<file path="src/sv/scm_pkg.sv">
// shared types, constants and arithmetic helpers for the scalar colormap
package scm_pkg;

   localparam int FRACTION_BITS = 15;
   localparam int MAX_LEVELS    = 256;
   localparam int ONE_Q         = 1 << FRACTION_BITS;
   localparam int HALF_Q        = 1 << (FRACTION_BITS - 1);

   localparam int VAL_W   = 16;
   localparam int LEVEL_W = 9;

   localparam int DIV_D_W             = 18;
   localparam int DIV_Q_W             = 16;
   localparam int DIV_N_W             = DIV_D_W + DIV_Q_W;
   localparam int DIV_BITS_PER_STAGE  = 2;
   localparam int DIV_STAGES          = DIV_Q_W / DIV_BITS_PER_STAGE;

   localparam int PIPE_DEPTH = 9 + 2 * DIV_STAGES;

   localparam int RECIP_TEN   = 419431;
   localparam int RECIP_SHIFT = 22;

   typedef enum logic [2:0] {
      CSR_PALETTE = 3'd0,
      CSR_BAND    = 3'd1,
      CSR_LEVELS  = 3'd2,
      CSR_HUE     = 3'd3,
      CSR_SAT     = 3'd4
   } csr_index_type;

   typedef enum logic [1:0] {
      PAL_GREY    = 2'd0,
      PAL_RAINBOW = 2'd1,
      PAL_BIPOLAR = 2'd2,
      PAL_ZEBRA   = 2'd3
   } palette_type;

   typedef enum logic [1:0] {
      MAX_RED   = 2'd0,
      MAX_GREEN = 2'd1,
      MAX_BLUE  = 2'd2
   } max_sel_type;

   typedef struct packed {
      logic [VAL_W-1:0] red;
      logic [VAL_W-1:0] green;
      logic [VAL_W-1:0] blue;
   } rgb_type;

   typedef struct packed {
      logic [VAL_W-1:0] mx;
      rgb_type          rgb;
   } side_type;

   typedef struct packed {
      logic [DIV_D_W-1:0] rem;
      logic [DIV_Q_W-1:0] lo;
      logic [DIV_D_W-1:0] dvs;
      logic [DIV_Q_W-1:0] quo;
   } div_state_type;

   function automatic logic [VAL_W-1:0] qmul(input logic [VAL_W-1:0] a,
                                             input logic [VAL_W-1:0] b);
      logic [2*VAL_W-1:0] p;
      p = 32'(a) * 32'(b) + 32'(HALF_Q);
      return p[FRACTION_BITS+VAL_W-1:FRACTION_BITS];
   endfunction

   function automatic div_state_type div_step(input div_state_type st);
      div_state_type r;
      logic [DIV_D_W:0] t;
      r = st;
      for (int i = 0; i < DIV_BITS_PER_STAGE; i++) begin
         t = {r.rem, r.lo[DIV_Q_W-1]};
         r.lo = {r.lo[DIV_Q_W-2:0], 1'b0};
         if (t >= {1'b0, r.dvs}) begin
            t = t - {1'b0, r.dvs};
            r.quo = {r.quo[DIV_Q_W-2:0], 1'b1};
         end else begin
            r.quo = {r.quo[DIV_Q_W-2:0], 1'b0};
         end
         r.rem = t[DIV_D_W-1:0];
      end
      return r;
   endfunction

endpackage

</file>
<file path="src/sv/scm_div.sv">
// pipelined restoring divider, two quotient bits per stage
module scm_div (
   input  logic                          clock,
   input  logic                          en,
   input  logic [scm_pkg::DIV_N_W-1:0]   dividend,
   input  logic [scm_pkg::DIV_D_W-1:0]   divisor,
   output logic [scm_pkg::DIV_Q_W-1:0]   quotient
);

   scm_pkg::div_state_type start;
   scm_pkg::div_state_type st_in [scm_pkg::DIV_STAGES];
   scm_pkg::div_state_type st_ff [scm_pkg::DIV_STAGES];

   always_comb begin
      start.rem = dividend[scm_pkg::DIV_N_W-1:scm_pkg::DIV_Q_W];
      start.lo  = dividend[scm_pkg::DIV_Q_W-1:0];
      start.dvs = divisor;
      start.quo = '0;
      st_in[0] = scm_pkg::div_step(start);
      for (int s = 1; s < scm_pkg::DIV_STAGES; s++) begin
         st_in[s] = scm_pkg::div_step(st_ff[s-1]);
      end
   end

   always_ff @(posedge clock) begin
      if (en) begin
         st_ff <= st_in;
      end
   end

   assign quotient = st_ff[scm_pkg::DIV_STAGES-1].quo;

endmodule

</file>
<file path="config.mk">
export PLATFORM = sky130hd
export DESIGN_NAME = scm_div
export DESIGN_NICKNAME = d
export VERILOG_FILES = /design/src/sv/scm_pkg.sv /design/src/sv/scm_div.sv
export SDC_FILE = /design/constraint.sdc
export NUM_CORES = 1
export LEC_CHECK = 0
export BUFFER_PORTS_ARGS = -buffer_cell sky130_fd_sc_hd__buf_2
export CAP_MARGIN = 10
export CORE_MARGIN = 2
export CORE_UTILIZATION = 35
export DETAILED_ROUTE_END_ITERATION = 10
export HOLD_SLACK_MARGIN = 0.12
export SYNTH_ARGS = -nofsm -noshare
export SYNTH_HDL_FRONTEND = slang
export SYNTH_SLANG_ARGS = --single-unit
</file>
<file path="constraint.sdc">
create_clock -name clock -period 5.35 [get_ports clock]
set_input_delay 0.535 -clock clock [delete_from_list [all_inputs] [get_ports clock]]
set_output_delay 0.535 -clock clock [all_outputs]
set_load 0.05 [all_outputs]
</file>
; ---- Word-level counts from Yosys, hierarchy flattened
; Index checks and enable logic that the tools add are counted.
[classes]
add_sub_neg = 15
order_cmp = 16
n_mux = 31
[op_table]
columns = cell, n
row1 = >= comparator 19 x 18 -> 1 bit, 16
row2 = 2-to-1 mux 18 bit, 15
row3 = subtractor 18 bit, 15
row4 = 2-to-1 mux 1 bit, 16
[totals]
word_cells = 91
out_inout_bits = 16
register_bits = 380
in_bits = 54

; ---- Logic depth before layout (Yosys ltp)
[depth]
depth_word = 4
ltp_mapped = 25
mapped_depth_nobuf = 22

; ---- Least setup slack after synthesis
; Ideal clock, no wire load.
[synth_timing]
path_type = flip-flop to flip-flop
from = reg st_ff[289] (netlist name)
to = reg st_ff[264] (netlist name) (data pin)
path_buffers = 3
required_time_ns = 5.090
arrival_ns = 5.347
synth_period_minus_slack_ns = 5.606
stages_incl_launch_ff = 25
slack_ns = -0.256
setup_time_ns = 0.260
path_cell_list = edfxtp_1 inv_1 ha_1 nor2b_1 o21a_1 o21ai_0 a21oi_1 a211oi_1 nor2_1 clkbuf_1 clkbuf_1 nand2_1 o21ai_0 inv_1 ha_1 nor2b_1 o21ai_0 nand2b_1 a221oi_1 o21ai_1 a221oi_2 a211o_1 nand4_2 buf_2 mux2_2
[synth_lines]
columns = element, line
row1 = "start, declared", scm_div.sv:12  ; scm_pkg::div_state_type st_ff [scm_pkg::DIV_STAGES];
row2 = "start signal, assigned", scm_div.sv:27  ; st_ff <= st_in;

==> impl_metrics.env <==
export IMPL_antenna_found_initial=0
export IMPL_holdPathStages=1
export IMPL_synth_seq_cells=380
export IMPL_path_clk_slew_ns=0.06
export IMPL_gr_total_overflow=0
export IMPL_layout_drive_gt1_share_pct=26.9
export IMPL_hp_class="in -> reg"
export IMPL_ys_top_cells_by_area="edfxtp_1, ha_1, mux2_2"
export IMPL_setup_viol=0
export IMPL_fill_cells=7419
export IMPL_post_synth_top_count_cell="edfxtp_1"
export IMPL_synth_edf_count=380
export IMPL_status="complete, no violations"
export IMPL_antenna_diode_count=0
export IMPL_synth_async_reset_ratio_pct=0
export IMPL_first_pass_iters=5
export IMPL_ys_seq_area_share_pct=41.1
export IMPL_cts_tree="built"
export IMPL_worstPathRequired_ns=5.67
export IMPL_grt_pass1_wl_um=103000
export IMPL_root_buffer="clkbuf_16"
export IMPL_clock_latency_ns=0.59
export IMPL_cts_sinks=380
export IMPL_die_area_um2=81600
export IMPL_pin_count=70
export IMPL_synthFlopType="edfxtp_1"
export IMPL_die_h_um=286
export IMPL_hold_violations=0
export IMPL_tightest_slew_ns=0.957
export IMPL_cts_buffer_depth=3
export IMPL_synth_avg_cell_area_um2=10.5
export IMPL_viasPerCell=4.97
export IMPL_clock_skew_ns=0.0260
export IMPL_layout_min_cycle_time_ns=5.26
export IMPL_r2r_cells=22
export IMPL_grt_usage_pct=15.3
export IMPL_drt_total_wl_um=65100
export IMPL_fin_nets=3544
export IMPL_start_kind="flop"
export IMPL_grt_start_max_net_pins=114
export IMPL_cp_max_fo=10
export IMPL_areaGrowthSynthToFinish_pct=26.0
export IMPL_synth_distinct_cells=84
export IMPL_io_buffers=69
export IMPL_ant_nets=0
export IMPL_rsz0062_at_grt="true"
export IMPL_fp_row_count=103
export IMPL_drtIter0Drc=722
export IMPL_via_count=21200
export IMPL_synth_area_um2=27800
export IMPL_yosysWarningCount=0
export IMPL_place_area_um2=32600
export IMPL_synthCells=2640
export IMPL_drc_errors=0
export IMPL_place_congestion=0.889
export IMPL_yosysTopAreaCell="edfxtp_1"
export IMPL_dp_hpwl_um=50900
export IMPL_final_util_pct=44.4
export IMPL_postLayoutCellArea_um2=35000
export IMPL_cts_buffers=47
export IMPL_core_region_area_um2=78700
export IMPL_critPathKind="reg -> reg"
export IMPL_grt_pass1_vias=21600
export IMPL_synth_top_area_share_pct=41.1
export IMPL_fin_crit_sh_pct=98.4
export IMPL_initial_utilization_pct=35.3
export IMPL_slew_headroom_pct=34.4
export IMPL_htreeDepth=2
export IMPL_die_width_um=286
export IMPL_max_freq_mhz=190
export IMPL_synth_nets=2997
export IMPL_wl_per_cell_um=15.2
export IMPL_arrival_ns=5.58
export IMPL_drv_cap=0
export IMPL_endpoint_kind="flop"
export IMPL_slew_violations=0
export IMPL_ys_top_cells_by_count="edfxtp_1, ha_1, inv_1"
-- what timing repair did --
action	in CTS	in global routing
pin swaps	3	21
setup endpoints to repair	35	130
hold buffers	23	0
cloned	0	6
setup buffers	0	19
endpoints found under the hold margin	23	0
gates resized for setup	6	76
-- cells by family after synthesis --
| logic type | after synthesis | synth area share [%] |
|---|---|---|
| compound gates | 672 | 15.9 |
| xor+xnor | 202 | 6.37 |
| fa+ha+maj | 303 | 14.1 |
| buf+inv | 295 | 4.33 |
| flops | 380 | 41.1 |
| mux | 191 | 7.75 |
| simple gates | 597 | 10.5 |
-- worst max-delay path, cell delays in order (launching register included) --
cell and delay (ns):
edfxtp_1 0.40, inv_2 0.07, ha_1 0.23, nor2b_1 0.15, o31a_1 0.26, o21ai_2 0.14
a21oi_2 0.09, a221o_1 0.36, nor4_4 0.27, nor3_4 0.06, buf_12 0.16, buf_4 0.13
mux2_2 0.28, ha_1 0.21, a211o_1 0.32, nor2_2 0.15, a21oi_4 0.10, a311o_1 0.37
nor3_2 0.18, nor2_1 0.05, or4_4 0.50, clkbuf_16 0.20, mux2_4 0.29
-- per-layer routing --
layer	vias up	track usage, %	wire length (um)
met5	-	0	0
met4	0	6.88	2810
met3	126	1.95	1500
met2	253	30.5	35800
met1	9947	15.6	24900
li1	10900	-	-
-- state kept, by name (all words and copies together) (netlist names) --
name,count
quotient,16
st_ff,364
-- cell usage in the layout, fill, tap and decap left out, types with 19 or more instances in the layout --
master / instances
clkbuf_16: 51
mux2i_1: 20
a21o_1: 91
mux2_2: 159
buf_4: 442
o21a_1: 46
nor2b_1: 33
nand2_1: 145
nand3_1: 47
inv_1: 234
nor3_1: 49
nor2_1: 155
a21oi_1: 179
or3_1: 19
ha_1: 282
o21bai_1: 23
o21ai_0: 118
nand4_1: 39
nand2b_1: 26
edfxtp_1: 380
xor2_1: 60
buf_2: 70
xnor2_1: 142
dlygate4sd3_1: 23
-- metrics by stage --
stage	hold WS (ns)	setup TNS (ns)	setup WS, ns	instances
CTS	0.123	0	0.00354	4245
global route	0.135	-2.11	-0.134	4270
finish	0.155	0	0.0871	4270
floorplan	0.400	0	0.0354	2640
global placement	0.400	-1.30	-0.0840	4140
detailed placement	0.405	-2.26	-0.0914	4140
-- path summary, 6_finish.rpt --
check,from,slack (ns),to
setup / recovery,st_ff[357],0.09,st_ff[333]
hold / removal,divisor[16],0.15,st_ff[508]
setup reg to reg,st_ff[357],0.09,st_ff[333]
hold reg to reg,st_ff[518],0.40,st_ff[452]
-- final cells by class --
cell class	instances	area, um2	share of cell area [%]
sequential	380	11400	32.6
clock inverter	26	283	0.808
timing repair buffer	553	4250	12.2
tap	1050	1310	3.76
inverter	238	896	2.56
multi-input combinational	1967	15600	44.6
clock buffer	56	1230	3.52
Power is not shown: default switching activity piles up to over one toggle a cycle in this logic, so the estimate is an artifact.
