===== config.mk =====
export PLATFORM = sky130hd
export DESIGN_NAME = scm_hsv_to_rgb
export DESIGN_NICKNAME = d
export VERILOG_FILES = /design/src/sv/scm_pkg.sv /design/src/sv/scm_hsv_to_rgb.sv
export SDC_FILE = /design/constraint.sdc
export NUM_CORES = 2
export LEC_CHECK = 0
export ABC_CLOCK_PERIOD_IN_PS = 8500
export BUFFER_PORTS_ARGS = -buffer_cell sky130_fd_sc_hd__buf_2
export CAP_MARGIN = 20
export CORE_ASPECT_RATIO = 0.8
export CORE_MARGIN = 1.5
export CORE_UTILIZATION = 45
export DETAILED_ROUTE_END_ITERATION = 16
export PLACE_DENSITY = 0.72
export SYNTH_ARGS = -nofsm -noshare
export SYNTH_HDL_FRONTEND = slang
export SYNTH_SLANG_ARGS = --single-unit

===== constraint.sdc =====
create_clock -name clock -period 8.5 [get_ports clock]
set_clock_uncertainty 0.1 [all_clocks]
set_input_delay 1.7 -clock clock [delete_from_list [all_inputs] [get_ports clock]]
set_output_delay 1.7 -clock clock [all_outputs]
set_load 0.02 [all_outputs]

===== src/sv/scm_pkg.sv =====
// shared types, constants and arithmetic helpers for the scalar colormap
package scm_pkg;

   localparam int FRACTION_BITS = 15;
   localparam int MAX_LEVELS    = 256;
   localparam int ONE_Q         = 1 << FRACTION_BITS;
   localparam int HALF_Q        = 1 << (FRACTION_BITS - 1);

   localparam int VAL_W   = 16;
   localparam int LEVEL_W = 9;

   localparam int DIV_D_W             = 18;
   localparam int DIV_Q_W             = 16;
   localparam int DIV_N_W             = DIV_D_W + DIV_Q_W;
   localparam int DIV_BITS_PER_STAGE  = 2;
   localparam int DIV_STAGES          = DIV_Q_W / DIV_BITS_PER_STAGE;

   localparam int PIPE_DEPTH = 9 + 2 * DIV_STAGES;

   localparam int RECIP_TEN   = 419431;
   localparam int RECIP_SHIFT = 22;

   typedef enum logic [2:0] {
      CSR_PALETTE = 3'd0,
      CSR_BAND    = 3'd1,
      CSR_LEVELS  = 3'd2,
      CSR_HUE     = 3'd3,
      CSR_SAT     = 3'd4
   } csr_index_type;

   typedef enum logic [1:0] {
      PAL_GREY    = 2'd0,
      PAL_RAINBOW = 2'd1,
      PAL_BIPOLAR = 2'd2,
      PAL_ZEBRA   = 2'd3
   } palette_type;

   typedef enum logic [1:0] {
      MAX_RED   = 2'd0,
      MAX_GREEN = 2'd1,
      MAX_BLUE  = 2'd2
   } max_sel_type;

   typedef struct packed {
      logic [VAL_W-1:0] red;
      logic [VAL_W-1:0] green;
      logic [VAL_W-1:0] blue;
   } rgb_type;

   typedef struct packed {
      logic [VAL_W-1:0] mx;
      rgb_type          rgb;
   } side_type;

   typedef struct packed {
      logic [DIV_D_W-1:0] rem;
      logic [DIV_Q_W-1:0] lo;
      logic [DIV_D_W-1:0] dvs;
      logic [DIV_Q_W-1:0] quo;
   } div_state_type;

   function automatic logic [VAL_W-1:0] qmul(input logic [VAL_W-1:0] a,
                                             input logic [VAL_W-1:0] b);
      logic [2*VAL_W-1:0] p;
      p = 32'(a) * 32'(b) + 32'(HALF_Q);
      return p[FRACTION_BITS+VAL_W-1:FRACTION_BITS];
   endfunction

   function automatic div_state_type div_step(input div_state_type st);
      div_state_type r;
      logic [DIV_D_W:0] t;
      r = st;
      for (int i = 0; i < DIV_BITS_PER_STAGE; i++) begin
         t = {r.rem, r.lo[DIV_Q_W-1]};
         r.lo = {r.lo[DIV_Q_W-2:0], 1'b0};
         if (t >= {1'b0, r.dvs}) begin
            t = t - {1'b0, r.dvs};
            r.quo = {r.quo[DIV_Q_W-2:0], 1'b1};
         end else begin
            r.quo = {r.quo[DIV_Q_W-2:0], 1'b0};
         end
         r.rem = t[DIV_D_W-1:0];
      end
      return r;
   endfunction

endpackage


===== src/sv/scm_hsv_to_rgb.sv =====
// hue shift, saturation gain and three-stage hsv to rgb conversion
module scm_hsv_to_rgb (
   input  logic                          clock,
   input  logic                          en,
   input  logic [scm_pkg::VAL_W-1:0]     hue,
   input  logic [scm_pkg::VAL_W-1:0]     sat,
   input  scm_pkg::side_type             side,
   input  logic [scm_pkg::VAL_W-1:0]     hue_shift,
   input  logic [scm_pkg::VAL_W-1:0]     sat_gain,
   input  logic                          bypass,
   output scm_pkg::rgb_type              rgb
);

   localparam logic [scm_pkg::VAL_W-1:0] ONE16 = 16'(scm_pkg::ONE_Q);

   logic [16:0]               hue_adj;
   logic [17:0]               hue6;
   logic [2:0]                a1_sector_ff, a2_sector_ff, a3_sector_ff;
   logic [14:0]               a1_frac_ff;
   logic [scm_pkg::VAL_W-1:0] a1_sat_ff;
   scm_pkg::side_type         a1_side_ff, a2_side_ff, a3_side_ff;
   logic [scm_pkg::VAL_W-1:0] a2_pf_ff, a2_pnf_ff, a2_lx_ff, a3_lx_ff;
   logic [scm_pkg::VAL_W-1:0] a3_ly_ff, a3_lz_ff;

   always_comb begin
      if (hue < hue_shift) begin
         hue_adj = 17'(hue) + 17'(scm_pkg::ONE_Q) - 17'(hue_shift);
      end else begin
         hue_adj = 17'(hue) - 17'(hue_shift);
      end
      hue6 = {hue_adj[15:0], 2'b0} + {1'b0, hue_adj[15:0], 1'b0};
   end

   always_ff @(posedge clock) begin
      if (en) begin
         a1_sector_ff <= hue6[17:15];
         a1_frac_ff   <= hue6[14:0];
         a1_sat_ff    <= scm_pkg::qmul(sat, sat_gain);
         a1_side_ff   <= side;

         a2_pf_ff     <= scm_pkg::qmul(a1_sat_ff, {1'b0, a1_frac_ff});
         a2_pnf_ff    <= scm_pkg::qmul(a1_sat_ff, ONE16 - {1'b0, a1_frac_ff});
         a2_lx_ff     <= scm_pkg::qmul(a1_side_ff.mx, ONE16 - a1_sat_ff);
         a2_sector_ff <= a1_sector_ff;
         a2_side_ff   <= a1_side_ff;

         a3_ly_ff     <= scm_pkg::qmul(a2_side_ff.mx, ONE16 - a2_pf_ff);
         a3_lz_ff     <= scm_pkg::qmul(a2_side_ff.mx, ONE16 - a2_pnf_ff);
         a3_lx_ff     <= a2_lx_ff;
         a3_sector_ff <= a2_sector_ff;
         a3_side_ff   <= a2_side_ff;
      end
   end

   always_comb begin
      if (bypass) begin
         rgb = a3_side_ff.rgb;
      end else begin
         case (a3_sector_ff)
            3'd1: begin
               rgb.red = a3_ly_ff; rgb.green = a3_side_ff.mx; rgb.blue = a3_lx_ff;
            end
            3'd2: begin
               rgb.red = a3_lx_ff; rgb.green = a3_side_ff.mx; rgb.blue = a3_lz_ff;
            end
            3'd3: begin
               rgb.red = a3_lx_ff; rgb.green = a3_ly_ff; rgb.blue = a3_side_ff.mx;
            end
            3'd4: begin
               rgb.red = a3_lz_ff; rgb.green = a3_lx_ff; rgb.blue = a3_side_ff.mx;
            end
            3'd5: begin
               rgb.red = a3_side_ff.mx; rgb.green = a3_lx_ff; rgb.blue = a3_ly_ff;
            end
            default: begin
               rgb.red = a3_side_ff.mx; rgb.green = a3_lz_ff; rgb.blue = a3_lx_ff;
            end
         endcase
      end
   end

endmodule

# Word level (Yosys, flattened, before mapping)
# Cells that the tools add are included.
[totals] regBits=328 wordCells=52
[classes] order_cmp=1 mux=3 addsub=14 eq_ne=5 n_mul=6
[op_table] operator="48-bit one-hot mux with 5 select lines" count=1
[op_table] operator="31-bit by 15-bit adder with 31-bit output, second input constant" count=6
[op_table] operator="16-bit by 16-bit multiplier with 31-bit output" count=5
[op_table] operator="48-bit 2-to-1 mux" count=1
[op_table] operator="16-bit subtractor, first input constant" count=3
[op_table] operator="16-bit subtractor" count=2
[op_table] operator="16-bit by 15-bit multiplier with 31-bit output" count=1
[op_table] operator="18-bit by 17-bit adder with 18-bit output" count=1
[op_table] operator="16-bit adder, second input constant" count=1
[op_table] operator="16-bit less-than comparator" count=1
[op_table] operator="16-bit 2-to-1 mux" count=1
[op_table] operator="16-bit by 15-bit subtractor with 16-bit output, first input constant" count=1
[op_table] operator="3-bit by 2-bit equality test with 1-bit output, second input constant" count=2
[op_table] operator="3-bit equality test, second input constant" count=2
[op_table] operator="3-bit by 1-bit equality test with 1-bit output, second input constant" count=1

# Depth between registers and ports, before layout
[depth] ltp_word=4 ltp_mapped=31 ltp_nobuf=30

# Worst setup path before layout
# OpenSTA, ideal clock, no wires.
[synth_timing] path_kind="flip-flop to flip-flop" from="register a2_pf_ff[3] in the netlist's numbering" to="register a3_ly_ff[15] in the netlist's numbering (data pin)" period_less_slack_ns=7.771 t_required_ns=8.141 n_path_buf=1 stages_incl_launch_ff=30 arrival_time_ns=7.412 path_slack_ns=0.729 path_cell_list="edfxtp_1 or3_1 nor3_1 nand2b_1 or4_1 xor2_1 clkbuf_1 nand2_1 fa_1 inv_1 fa_1 inv_1 fa_1 inv_1 fa_1 fa_1 inv_1 fa_1 inv_1 ha_1 a21oi_1 o211ai_1 o221ai_1 a31oi_1 nor3b_1 o221a_2 a211o_1 a21o_1 a21oi_1 xnor2_1"
[synth_between] elab_chain_len=3
[synth_lines] item="from (decl)" line_no="scm_hsv_to_rgb.sv:22" text="logic [scm_pkg::VAL_W-1:0] a2_pf_ff, a2_pnf_ff, a2_lx_ff, a3_lx_ff;"
[synth_lines] item="from (signal assigned)" line_no="scm_hsv_to_rgb.sv:41" text="a2_pf_ff <= scm_pkg::qmul(a1_sat_ff, {1'b0, a1_frac_ff});"
[synth_lines] item="16-bit subtractor" line_no="scm_hsv_to_rgb.sv:47" text="a3_ly_ff <= scm_pkg::qmul(a2_side_ff.mx, ONE16 - a2_pf_ff);"
[synth_lines] item="16-bit by 16-bit multiplier with 31-bit output" line_no="scm_pkg.sv:65" text="p = 32'(a) * 32'(b) + 32'(HALF_Q);"
[synth_lines] item="31-bit by 15-bit adder with 31-bit output" line_no="scm_pkg.sv:65"
[synth_lines] item="to (signal assigned)" line_no="scm_hsv_to_rgb.sv:47"
[synth_lines] item="to (decl)" line_no="scm_hsv_to_rgb.sv:23" text="logic [scm_pkg::VAL_W-1:0] a3_ly_ff, a3_lz_ff;"
# Every way passes these cells.
# A chain may end at the register's enable or synchronous reset.

# Worst setup path after layout
# Same ends and word-level chain as after synthesis.

==> flow_summary.toml <==
[job]
maxCapViolations = 0

[worst_setup_path]
reg2reg_depth = 28
cp-start-kind = "flop"
crit_fanout = 8
max_stage_delay_ns = 0.54
required_ns = 8.73
worstSetupPathType = "flop to flop"
cp.arrival_ns = 8.28
r2r_end = "a3_ly_ff[15]$_DFFE_PP_"
reg2reg_slack_ns = 0.45
cp_common_cell = "fa_1"
reg2reg_from = "a2_pf_ff[3]$_DFFE_PP_"
cp-end-kind = "flop"
crit_slowest_cell = "fa_1"

[drt]
dr.pass1.iters = 6
vias = 43100
ant_nets = 0
finalWirelength_mm = 150
avgViaCountPerCell = 5.24
wire_per_inst_um = 18.2
route.detailed.drc = 0
drtIter0Drc = 3255

[die]
num_rows = 121
coreArea_um2 = 136000
initial_core_util_pct = 45.3
ios = 179
die_w_um = 416
dieArea_um2 = 139000
die_h_um = 334

[grt]
overflow = 0
grt_use_total_pct = 22.2
grt_pass1_wl_mm = 247
grt_max_degree = 149
antenna_found_initial = 3
grt_pass1_vias = 46700

[worst_hold_path]
worstHoldEndpoint = "a2_side_ff[21]$_DFFE_PP_"
hold_path_class = "flop to flop"
min_path_cells = 0
worstHoldStart = "a1_side_ff[21]$_DFFE_PP_"

[clocking]
ctsRootBufferMaster = "clkbuf_16"
clk_latency_ns = 0.58
cts_hold_buf = 0
clock-sinks = 327
cts_buffers = 38
tritoncts = "yes"
clk_path_buf_depth = 3
path_clk_slew_ns = 0.06
cts_resized = 0
htreeDepth = 2
cts_setup_buffers = 0

[sta]
maxSlewHeadroom_pct = 21.9
fin_crit_ns = 8.05
fin_crit_sh_pct = 94.7
rsz0062_at_grt = "no"
fin_tns_setup_ns = 0
hold_viol_final = 0
clock.fmax_mhz = 124
maxSlewViolCount = 0
setup_viol = 0
tightest_slew_ns = 1.16

[cells_and_area]
layout_common_cells = "1440 x inv_1, 1135 x fa_1, 861 x nand2_1"
drive_above_1_share_pct = 6.20
final_common_cell = "inv_1"
final_nets = 8373
fillCellCount = 12200
syn2layout_area_growth_pct = 7.28

[yosys]
ys_seq_area_share_pct = 16.0
netlist_area_um2 = 61500
ys_types = 70
netlist_top_cells_area = "fa_1 37%, edfxtp_1 16%, ha_1 14%"
synth-simple-area-share_pct = 14.4
yosysWarnings = 0
synth_edf_count = 327
synth.area.mux_share_pct = 0.0672
ys_seq_elements = 327
synthArstFlopShare_pct = 0
syn-num-nets = 8289
synth_top_area_share_pct = 37.0
synth_top_family_by_area = "adder cells"
syn_inst = 6333
synth_xor_area_share_pct = 2.89
avgSynthCellArea_um2 = 9.71
yosys_most_used_dff = "edfxtp_1"
synth_compound_area_share_pct = 5.22
synth_adder_area_share_pct = 51.0
synth_area_leader_cell = "fa_1"

[placement]
gp_congestion = 0.915
dpl.hpwl_mm = 120
port_buffers = 178

[status]
status = "finished, final reports clean"
[layout make-up]
class | count | area [um2] | area share, %
flip-flops and latches | 327 | 9820 | 14.9
clock inverters | 28 | 283 | 0.429
multi-input cells | 4293 | 45300 | 68.6
diodes | 1 | 2.50 | 0.00379
repair buffers | 316 | 1970 | 2.99
inverters | 1441 | 5410 | 8.20
clock buffers | 42 | 966 | 1.46
well taps | 1783 | 2230 | 3.38
[cells in the mapped netlist (14+ instances only)]
cell type  number
a21o_1         33
edfxtp_1      327
inv_1        1440
nor3_1         40
o21ai_0        60
a21oi_1       145
xor2_1         62
nand3_1        28
nor2_1         81
xnor2_1       139
nor2b_1        17
o21a_1         31
ha_1          690
a221o_1        32
nand2_1       861
a22oi_1        18
fa_1         1135
clkbuf_1      265
or3_1          14
and2_1        679
a221oi_1       49
nand2b_1       20
[cells by family after synthesis]
kind of cell,Yosys count
simple gates,1797
compound gates,465
flops,327
mux,4
fa+ha+maj,1825
xor+xnor,202
buf+inv,1713
[worst max-delay path, delay by kind of cell, from the launching register on]
family / cells / cell delay, ns
adders and majority gates: 7 / 3.29
AOI/OAI and AO/OA: 8 / 1.76
and+or+nand+nor: 6 / 1.58
DFF: 1 / 0.42
xor gates and xnor gates: 2 / 0.36
buffers and inverters: 5 / 0.26
[worst max-delay path by stage]
stage	from	end	slack, ns
floorplan	a2_pf_ff[3]$_DFFE_PP_	a3_ly_ff[15]$_DFFE_PP_	0.73
detailed placement	a2_pf_ff[3]$_DFFE_PP_	a3_ly_ff[15]$_DFFE_PP_	0.16
CTS	a2_pf_ff[3]$_DFFE_PP_	a3_ly_ff[15]$_DFFE_PP_	0.13
global placement	a2_pf_ff[3]$_DFFE_PP_	a3_ly_ff[15]$_DFFE_PP_	0.44
global route	a1_frac_ff[5]$_DFFE_PP_	a2_pnf_ff[12]$_DFFE_PP_	0.09
finish	a2_pf_ff[3]$_DFFE_PP_	a3_ly_ff[15]$_DFFE_PP_	0.45
[per-stage QoR]
stage | hold slack [ns] | instance area (um2) | cells | setup slack [ns] | utilization (%)
floorplan | 0.300 | 61500 | 6333 | 0.729 | -
global placement | 0.301 | 64600 | 8156 | 0.440 | 47.6
detailed placement | 0.305 | 64700 | 8158 | 0.157 | 47.6
CTS | 0.293 | 65900 | 8228 | 0.133 | 48.5
global route | 0.298 | 65900 | 8230 | 0.0889 | 48.6
finish | 0.291 | 65900 | 8231 | 0.455 | 48.6
[registers in the layout, indices dropped and copies added, names as in the netlist]
signal        flops
a1_side_ff       64
a2_side_ff       64
a3_side_ff       64
a1_sat_ff        16
a2_lx_ff         16
a2_pf_ff         16
a2_pnf_ff        16
a3_lx_ff         16
a3_ly_ff         16
a3_lz_ff         16
a1_frac_ff       14
a1_sector_ff      3
a2_sector_ff      3
a3_sector_ff      3
[per-layer routing]
layer  GRT usage, %  wire length [um]  vias up
met2           35.7             68200     1627
met3           4.17             13100      224
met1           31.4             65900    21800
li1               -                 -    19500
met4           4.49              2800        0
met5              0                 0        -
Power is not shown: default switching activity piles up to over one toggle a cycle in this logic, so the estimate is an artifact.
