### src/sv/scm_pkg.sv
// shared types, constants and arithmetic helpers for the scalar colormap
package scm_pkg;

   localparam int FRACTION_BITS = 15;
   localparam int MAX_LEVELS    = 256;
   localparam int ONE_Q         = 1 << FRACTION_BITS;
   localparam int HALF_Q        = 1 << (FRACTION_BITS - 1);

   localparam int VAL_W   = 16;
   localparam int LEVEL_W = 9;

   localparam int DIV_D_W             = 18;
   localparam int DIV_Q_W             = 16;
   localparam int DIV_N_W             = DIV_D_W + DIV_Q_W;
   localparam int DIV_BITS_PER_STAGE  = 2;
   localparam int DIV_STAGES          = DIV_Q_W / DIV_BITS_PER_STAGE;

   localparam int PIPE_DEPTH = 9 + 2 * DIV_STAGES;

   localparam int RECIP_TEN   = 419431;
   localparam int RECIP_SHIFT = 22;

   typedef enum logic [2:0] {
      CSR_PALETTE = 3'd0,
      CSR_BAND    = 3'd1,
      CSR_LEVELS  = 3'd2,
      CSR_HUE     = 3'd3,
      CSR_SAT     = 3'd4
   } csr_index_type;

   typedef enum logic [1:0] {
      PAL_GREY    = 2'd0,
      PAL_RAINBOW = 2'd1,
      PAL_BIPOLAR = 2'd2,
      PAL_ZEBRA   = 2'd3
   } palette_type;

   typedef enum logic [1:0] {
      MAX_RED   = 2'd0,
      MAX_GREEN = 2'd1,
      MAX_BLUE  = 2'd2
   } max_sel_type;

   typedef struct packed {
      logic [VAL_W-1:0] red;
      logic [VAL_W-1:0] green;
      logic [VAL_W-1:0] blue;
   } rgb_type;

   typedef struct packed {
      logic [VAL_W-1:0] mx;
      rgb_type          rgb;
   } side_type;

   typedef struct packed {
      logic [DIV_D_W-1:0] rem;
      logic [DIV_Q_W-1:0] lo;
      logic [DIV_D_W-1:0] dvs;
      logic [DIV_Q_W-1:0] quo;
   } div_state_type;

   function automatic logic [VAL_W-1:0] qmul(input logic [VAL_W-1:0] a,
                                             input logic [VAL_W-1:0] b);
      logic [2*VAL_W-1:0] p;
      p = 32'(a) * 32'(b) + 32'(HALF_Q);
      return p[FRACTION_BITS+VAL_W-1:FRACTION_BITS];
   endfunction

   function automatic div_state_type div_step(input div_state_type st);
      div_state_type r;
      logic [DIV_D_W:0] t;
      r = st;
      for (int i = 0; i < DIV_BITS_PER_STAGE; i++) begin
         t = {r.rem, r.lo[DIV_Q_W-1]};
         r.lo = {r.lo[DIV_Q_W-2:0], 1'b0};
         if (t >= {1'b0, r.dvs}) begin
            t = t - {1'b0, r.dvs};
            r.quo = {r.quo[DIV_Q_W-2:0], 1'b1};
         end else begin
            r.quo = {r.quo[DIV_Q_W-2:0], 1'b0};
         end
         r.rem = t[DIV_D_W-1:0];
      end
      return r;
   endfunction

endpackage

### src/sv/scm_palette.sv
// two-stage palette lookup: grey, rainbow, bipolar and zebra
module scm_palette (
   input  logic                          clock,
   input  logic                          en,
   input  logic [scm_pkg::VAL_W-1:0]     value,
   input  scm_pkg::palette_type          palette_select,
   input  logic [scm_pkg::LEVEL_W-1:0]   levels,
   output scm_pkg::rgb_type              rgb
);

   function automatic logic [19:0] rb_chan(input logic [19:0] x5, input int c,
                                           input int a, input int b);
      logic signed [22:0] sx;
      logic signed [22:0] da;
      logic signed [22:0] db;
      logic signed [22:0] t;
      sx = signed'(23'(x5));
      da = sx - signed'(23'(a * scm_pkg::ONE_Q));
      db = sx - signed'(23'(b * scm_pkg::ONE_Q));
      if (da < 0) begin
         da = -da;
      end
      if (db < 0) begin
         db = -db;
      end
      t = signed'(23'(c * scm_pkg::ONE_Q)) - da - db;
      if (t < 0) begin
         t = '0;
      end
      return t[19:0];
   endfunction

   function automatic logic [15:0] div10(input logic [19:0] t);
      logic [20:0] t5;
      logic [39:0] p;
      t5 = 21'(t) + 21'd5;
      p  = 40'(t5) * 40'(scm_pkg::RECIP_TEN);
      return p[scm_pkg::RECIP_SHIFT+15:scm_pkg::RECIP_SHIFT];
   endfunction

   logic [19:0]               x5;
   logic [24:0]               zprod;
   logic [9:0]                stripe;
   logic [19:0]               t_red_ff, t_green_ff, t_blue_ff;
   logic [scm_pkg::VAL_W-1:0] v_ff;
   logic                      zebra_ff, zebra_in;
   scm_pkg::rgb_type          rgb_ff, rgb_in;

   always_comb begin
      x5     = 20'(value) * 20'd22 + 20'(4 * scm_pkg::ONE_Q);
      zprod  = 25'(value) * 25'(levels);
      stripe = zprod[24:scm_pkg::FRACTION_BITS];
      if (stripe > 10'(levels - 9'd1)) begin
         stripe = 10'(levels - 9'd1);
      end
      zebra_in = stripe[0];
   end

   always_ff @(posedge clock) begin
      if (en) begin
         t_red_ff   <= rb_chan(x5, 15, 20, 25);
         t_green_ff <= rb_chan(x5, 20, 10, 20);
         t_blue_ff  <= rb_chan(x5, 15, 5, 10);
         v_ff       <= value;
         zebra_ff   <= zebra_in;
      end
   end

   always_comb begin
      case (palette_select)
         scm_pkg::PAL_GREY: begin
            rgb_in.red   = v_ff;
            rgb_in.green = v_ff;
            rgb_in.blue  = v_ff;
         end
         scm_pkg::PAL_RAINBOW: begin
            rgb_in.red   = div10(t_red_ff);
            rgb_in.green = div10(t_green_ff);
            rgb_in.blue  = div10(t_blue_ff);
         end
         scm_pkg::PAL_BIPOLAR: begin
            rgb_in.red   = v_ff;
            rgb_in.green = '0;
            rgb_in.blue  = 16'(scm_pkg::ONE_Q) - v_ff;
         end
         default: begin
            rgb_in.red   = zebra_ff ? 16'(scm_pkg::ONE_Q) : '0;
            rgb_in.green = rgb_in.red;
            rgb_in.blue  = rgb_in.red;
         end
      endcase
   end

   always_ff @(posedge clock) begin
      if (en) begin
         rgb_ff <= rgb_in;
      end
   end

   assign rgb = rgb_ff;

endmodule

### config.mk
export PLATFORM = sky130hd
export DESIGN_NAME = scm_palette
export DESIGN_NICKNAME = d
export VERILOG_FILES = /design/src/sv/scm_pkg.sv /design/src/sv/scm_palette.sv
export SDC_FILE = /design/constraint.sdc
export NUM_CORES = 2
export LEC_CHECK = 0
export BUFFER_PORTS_ARGS = -buffer_cell sky130_fd_sc_hd__buf_4
export CORE_ASPECT_RATIO = 0.5
export CORE_MARGIN = 3
export CORE_UTILIZATION = 60
export DETAILED_ROUTE_END_ITERATION = 8
export HOLD_SLACK_MARGIN = 0.1
export PLACE_DENSITY = 0.87
export SLEW_MARGIN = 10
export SYNTH_ARGS = -nofsm -noshare
export SYNTH_HDL_FRONTEND = slang
export SYNTH_SLANG_ARGS = --single-unit
### constraint.sdc
create_clock -name clock -period 14.5 [get_ports clock]
set_clock_uncertainty 0.1 [all_clocks]
set_input_delay 0.725 -clock clock [delete_from_list [all_inputs] [get_ports clock]]
set_output_delay 0.725 -clock clock [all_outputs]
set_load 0.02 [all_outputs]
After elaboration in Yosys (flattened, before gate mapping)
Cells that the tools add are included.
{"block": "totals", "register_bits": 125, "latchBits": 0, "ram_bits": 0, "mem_bits_ro": 0, "inputBits": 29, "out_inout_bits": 48, "wordCells": 55, "mem_count": 0}
{"block": "op_classes", "n_addsub": 20, "multipliers": 5, "div_mod_pow": 0, "magnitude_cmp": 8, "n_eq_ne": 2, "shifts": 0, "n_mux": 11, "n_bitwise": 0, "n_reduce_logical": 1}
{"operator": "$mux 23", "n": 8}
{"operator": "$pmux 48 s3", "n": 1}
{"operator": "$mul 21x19->38 const B", "n": 3}
{"operator": "$neg 21->23", "n": 4}
{"operator": "$lt 21x1->1 const B", "n": 4}
{"operator": "$lt 23x1->1 const B", "n": 3}
{"operator": "$sub 23x23->23", "n": 3}
{"operator": "$add 20x3->21 const B", "n": 3}
{"operator": "$sub 20x23->23 const A", "n": 2}
{"operator": "$sub 20x20->21 const B", "n": 2}
{"operator": "$mul 16x9->25", "n": 1}
{"operator": "$sub 21x23->23 const A", "n": 1}
{"operator": "$sub 20x18->21 const B", "n": 1}
{"operator": "$sub 20x19->21 const B", "n": 1}
{"operator": "$add 20x18->20 const B", "n": 1}
{"operator": "$mul 16x4->19 const B", "n": 1}
{"operator": "$mux 16", "n": 1}
{"operator": "$sub 16x16->16 const A", "n": 1}
{"operator": "$gt 10x10->1", "n": 1}
{"operator": "$sub 9x1->10 const B", "n": 1}
{"operator": "$eq 2x1->1 const B", "n": 1}
{"operator": "$eq 2x2->1 const B", "n": 1}
{"operator": "$logic_not 2->1", "n": 1}
{"operator": "$mux 1", "n": 1}

Longest topological paths before layout
{"block": "depth", "depth_word": 9, "depth_mapped": 34, "depth_no_buf": 30}

Worst setup path after synthesis
Ideal clock, no wire load.
{"block": "synth_timing", "kind": "input -> register", "start": "input port value[7] in the netlist's numbering", "end": "register t_blue_ff[10] (data pin)", "setup_time_ps": 266, "arrival_ps": 7885, "t_required_ps": 14134, "path_slack_ps": 6249, "cell_stages": 32, "n_path_buf": 6, "path_cell_list": "clkbuf_1 inv_1 fa_1 inv_1 ha_1 or2_2 a221oi_2 o211ai_1 a211oi_1 or3_1 buf_2 clkbuf_1 ha_1 xor3_1 buf_2 a21oi_1 buf_2 nand2_1 xor2_1 ha_1 ha_1 and2_1 o21ai_0 nand2_1 o41a_1 a41o_1 o41a_1 nand4_1 a21oi_1 xor2_1 clkbuf_1 nor2_1"}
{"block": "synth_via", "elab_chain_len": 9, "elab_cells_between_ends": 15, "cone_classes": "add/sub (7); mul (1); order compare (3); mux (4)"}
{"item": "from (decl)", "line": "scm_palette.sv:5", "rtl": "input logic [scm_pkg::VAL_W-1:0] value,"}
{"item": "$mul 16x4->19 *", "line": "scm_palette.sv:50", "rtl": "x5 = 20'(value) * 20'd22 + 20'(4 * scm_pkg::ONE_Q);"}
{"item": "$add 20x18->20 *", "line": "scm_palette.sv:50"}
{"item": "$sub 20x18->21", "line": "scm_palette.sv:18", "rtl": "da = sx - signed'(23'(a * scm_pkg::ONE_Q));"}
{"item": "$neg 21->23 or $lt 21x1->1 (tied branches)", "line": "scm_palette.sv:21, scm_palette.sv:20"}
{"item": "$mux 23", "line": "scm_palette.sv:20", "rtl": "if (da < 0) begin"}
{"item": "$mux 23", "line": "scm_palette.sv:60", "rtl": "if (en) begin"}
{"item": "$sub 20x23->23", "line": "scm_palette.sv:26", "rtl": "t = signed'(23'(c * scm_pkg::ONE_Q)) - da - db;"}
{"item": "$sub 23x23->23 *", "line": "scm_palette.sv:26"}
{"item": "$lt 23x1->1", "line": "scm_palette.sv:27", "rtl": "if (t < 0) begin"}
{"item": "to (signal assigned)", "line": "scm_palette.sv:63", "rtl": "t_blue_ff <= rb_chan(x5, 15, 5, 10);"}
{"item": "to (decl)", "line": "scm_palette.sv:44", "rtl": "logic [19:0] t_red_ff, t_green_ff, t_blue_ff;"}
Mark *: on every way between the ends. The rest lies on a longest branch, timed or not. The select of a mux whose other input is x is not followed.
A chain may end at the register's enable or synchronous reset.

Worst setup path in the final report
{"block": "layout_timing", "start": "input port value[0] in the netlist's numbering", "end": "register t_red_ff[3] (data pin)"}
{"block": "layout_via", "elab_chain_len": 9, "elab_cells_between_ends": 15, "cone_classes": "add/sub (7); mul (1); order compare (3); mux (4)"}
{"item": "$mul 16x4->19 *", "line": "scm_palette.sv:50"}
{"item": "$add 20x18->20 *", "line": "scm_palette.sv:50"}
{"item": "$sub 20x20->21", "line": "scm_palette.sv:18"}
{"item": "$neg 21->23 or $lt 21x1->1 (tied branches)", "line": "scm_palette.sv:21, scm_palette.sv:20"}
{"item": "$mux 23", "line": "scm_palette.sv:20"}
{"item": "$mux 23", "line": "scm_palette.sv:60"}
{"item": "$sub 20x23->23", "line": "scm_palette.sv:26"}
{"item": "$sub 23x23->23 *", "line": "scm_palette.sv:26"}
{"item": "$lt 23x1->1", "line": "scm_palette.sv:27"}
{"item": "to (signal assigned)", "line": "scm_palette.sv:61", "rtl": "t_red_ff <= rb_chan(x5, 15, 20, 25);"}
{"item": "to (decl)", "line": "scm_palette.sv:44"}
Marked as above.

==> qor.csv <==
stage,metric,value,unit
clocking,cts_hold_buf,0,
placed_design,dp_hpwl,79700,um
floorplanning,fp.dieW,354,um
yosys,postSynthCellCount,3978,
routing,firstDrtPassIters,7,
setup_path,slowest_delay,0.80,ns
yosys,netlist_area,36400,um^2
yosys,synth_cell_types,88,
setup_path,start_kind,input pin,
run_status,status,"complete, no violations",
yosys,ys_warn_count,0,
setup_path,required,14.55,ns
setup_path,endpoint_kind,flop,
sta,relSlewSlack,0.175,
clocking,postCtsSetupBuffers,0,
finish,area_growth,5.52,%
routing,drt-vias-per-instance,5.64,
setup_path,crit_top_cell,ha_1,
finish,nets,5243,
routing,ant_nets,0,
clocking,cts_sinks,119,
yosys,yosysSeqAreaShare,0.0981,
global_routing,grt.overflow.total,0,
clocking,clkTransAtPathRegs,0.07,ns
setup_path,crit_type,input pin to flop,
sta,hold_violations,0,
global_routing,antenna_found_initial,0,
floorplanning,coreArea,59600,um^2
placed_design,io_buffer_count,76,
placed_design,gp_congestion,1.00,
setup_path,worstPathMaxFanout,18,
yosys,async_flop_share,0,
sta,final.period_utilization,0.648,
sta,tns,0,ns
yosys,synthAdderAreaFrac,0.511,
yosys,avgSynthCellArea,9.16,um^2
yosys,ys_ff_latch,119,
clocking,root_buffer,clkbuf_16,
worst_hold_path,hold_class,input pin to flop,
floorplanning,boundaryPins,77,
routing,drt-wirelength-per-cell,19.1,um
clocking,cts_buffers,17,
setup_path,critPathArrivalTime,9.44,ns
clocking,ctsLongestPathBuffers,2,
clocking,clk_latency,0.45,ns
clocking,ctsResizeCount,0,
routing,route.detailed.drc,0,
sta,final-setup-viol-count,0,
routing,first_iter_violations,2120,
global_routing,track_usage,0.297,
floorplanning,dieArea,63900,um^2
job,maxCapViolCount,0,
global_routing,grt_pass1_vias,28900,
floorplanning,rows,63,
setup_path,cp_slowest_cell,nor2_1,
yosys,synth_top_flop_cell,edfxtp_1,
routing,vias,27400,
sta,tightest_slew,1.23,ns
global_routing,grt_max_degree,81,
clocking,cts_tree,built,
placed_design,place_inst,4826,
global_routing,grt_pass1_wl,152000,um
yosys,synth-xor-area-share,0.0826,
finish,diodes,0,
routing,routed_wl,92900,um
sta,rsz0062_at_grt,no,
yosys,synth_top_family_by_area,adder cells,
yosys,yosys.area_share.simple,0.110,
clocking,htreeDepth,4,
sta,final-max-slew-violation-count,0,
yosys,synth_edf_count,119,
sta,period_needed,9.39,ns
floorplanning,fp.dieH,180,um
finish,stdcell_count,4858,
floorplanning,start_util,0.611,
sta,max_freq,106,MHz
yosys,synth_compound_area_frac,0.0842,
yosys,synthMuxAreaShare,0.00337,
finish,drive_gt1_frac,0.0363,
## layer usage
metal  up-vias  GRT usage  wire, um
met2       972      0.475     42200
met5         -          0         0
met1     13500      0.410     40800
li1      12800          -         -
met3       192     0.0515      6630
met4         0     0.0995      3250
## flip-flops by register name, indices dropped and copies added, names as in the netlist
signal and flops:
rgb 48, t_blue_ff 18, t_green_ff 18, t_red_ff 18
v_ff 16, zebra_ff 1
## metrics by stage
stage / hold WS (ns) / util / setup WS, ns / area [um^2]
floorplan: 0.477 / - / 6.25 / 36500
global placement: 0.602 / 0.635 / 5.22 / 37900
detailed placement: 0.595 / 0.635 / 4.80 / 37900
CTS: 0.458 / 0.645 / 5.22 / 38400
global route: 0.476 / 0.645 / 4.54 / 38400
finish: 0.480 / 0.645 / 5.11 / 38400
## cells by family after synthesis
| family | after synthesis |
|---|---|
| adder cells (fa/ha/maj) | 1181 |
| buffers and inverters | 1061 |
| AND/OR/NAND/NOR | 791 |
| AO/OA/AOI/OAI | 471 |
| XOR/XNOR | 341 |
| flip-flops | 119 |
| multiplexers | 12 |
| other | 2 |
## path summary, 6_finish.rpt
| path | slack (ns) | cells past startpoint | from | endpoint |
|---|---|---|---|---|
| max | 5.11 | 28 | value[0] | t_red_ff[3]$_SDFFCE_PP0P_ |
| min | 0.48 | 1 | value[1] | v_ff[1]$_DFFE_PP_ |
| min reg2reg | 0.63 | 2 | v_ff[13]$_DFFE_PP_ | rgb[29]$_SDFFCE_PP0P_ |
| max reg2reg | 5.86 | 28 | t_red_ff[2]$_SDFFCE_PP0P_ | rgb[47]$_DFFE_PP_ |
## worst max-delay path, delay by kind of cell
kind,cells,cell delay (ns)
buffers and inverters,1,0.19
AO/OA/AOI/OAI,11,2.68
adder cells (fa/ha/maj),6,2.20
AND/OR/NAND/NOR,6,1.92
XOR/XNOR,4,1.70
## layout by cell type (no fill, tap or decap), types with 6 or more instances in the layout
cell type  count
inv_1        986
ha_1         668
fa_1         513
xnor2_1      211
nand2_1      205
nor2_1       166
a21oi_1      137
xor2_1       128
edfxtp_1     119
and2_1       102
o21ai_0       91
buf_4         81
nand3_1       73
a21o_1        67
nor3_1        46
nand2b_1      38
nor2b_1       35
and3_1        32
conb_1        28
a211oi_1      19
o21a_1        17
a31oi_1       17
o22ai_1       17
clkbuf_16     17
nor3b_1       16
nand4_1       15
or3_1         13
or2_2         12
a211o_1       11
mux2i_1       10
o211ai_1       9
nor4_1         8
o21bai_1       8
a2111oi_0      7
o31ai_1        7
nand3b_1       6
o2111ai_1      6
o22a_1         6
## synth_stat cells (4+ instances only)
cell	count	share of area
o22ai_1	17	0.0029
o22a_1	6	0.0014
nor2_1	166	0.017
or3_1	13	0.0022
o21ai_0	91	0.013
nand2b_1	38	0.0065
mux2i_1	10	0.0027
a21boi_0	4	0.00082
o2111ai_1	6	0.0014
and3_1	32	0.0055
clkbuf_1	58	0.0060
a21o_1	67	0.014
nor3b_1	16	0.0033
nand3b_1	6	0.0012
xnor2_1	211	0.051
o211ai_1	9	0.0019
a31oi_1	17	0.0029
and4_1	4	0.00096
a211oi_1	19	0.0039
o21bai_1	8	0.0016
nor4_1	8	0.0014
inv_1	986	0.10
xor2_1	128	0.031
fa_1	513	0.28
nand4_1	15	0.0026
a41oi_1	4	0.00096
nand3_1	73	0.010
o21ai_1	4	0.00055
and2_1	102	0.018
a21oi_1	137	0.019
or2_2	12	0.0021
o21a_1	17	0.0035
o31ai_1	7	0.0014
ha_1	668	0.23
nor2b_1	35	0.0060
buf_2	8	0.0011
nor3_1	46	0.0063
nand2_1	205	0.021
a211o_1	11	0.0026
a221oi_1	4	0.00096
a2111oi_0	7	0.0017
edfxtp_1	119	0.098
## final cells by class
class | instances | area, um^2
repair buffers | 81 | 608
multi-input cells | 2824 | 28900
well taps | 812 | 1020
clock buffers | 17 | 425
clock inverters | 15 | 154
fillers | 4717 | 21200
flip-flops and latches | 119 | 3570
inverters | 990 | 3720
Power is not shown: default switching activity piles up to over one toggle a cycle in this logic, so the estimate is an artifact.
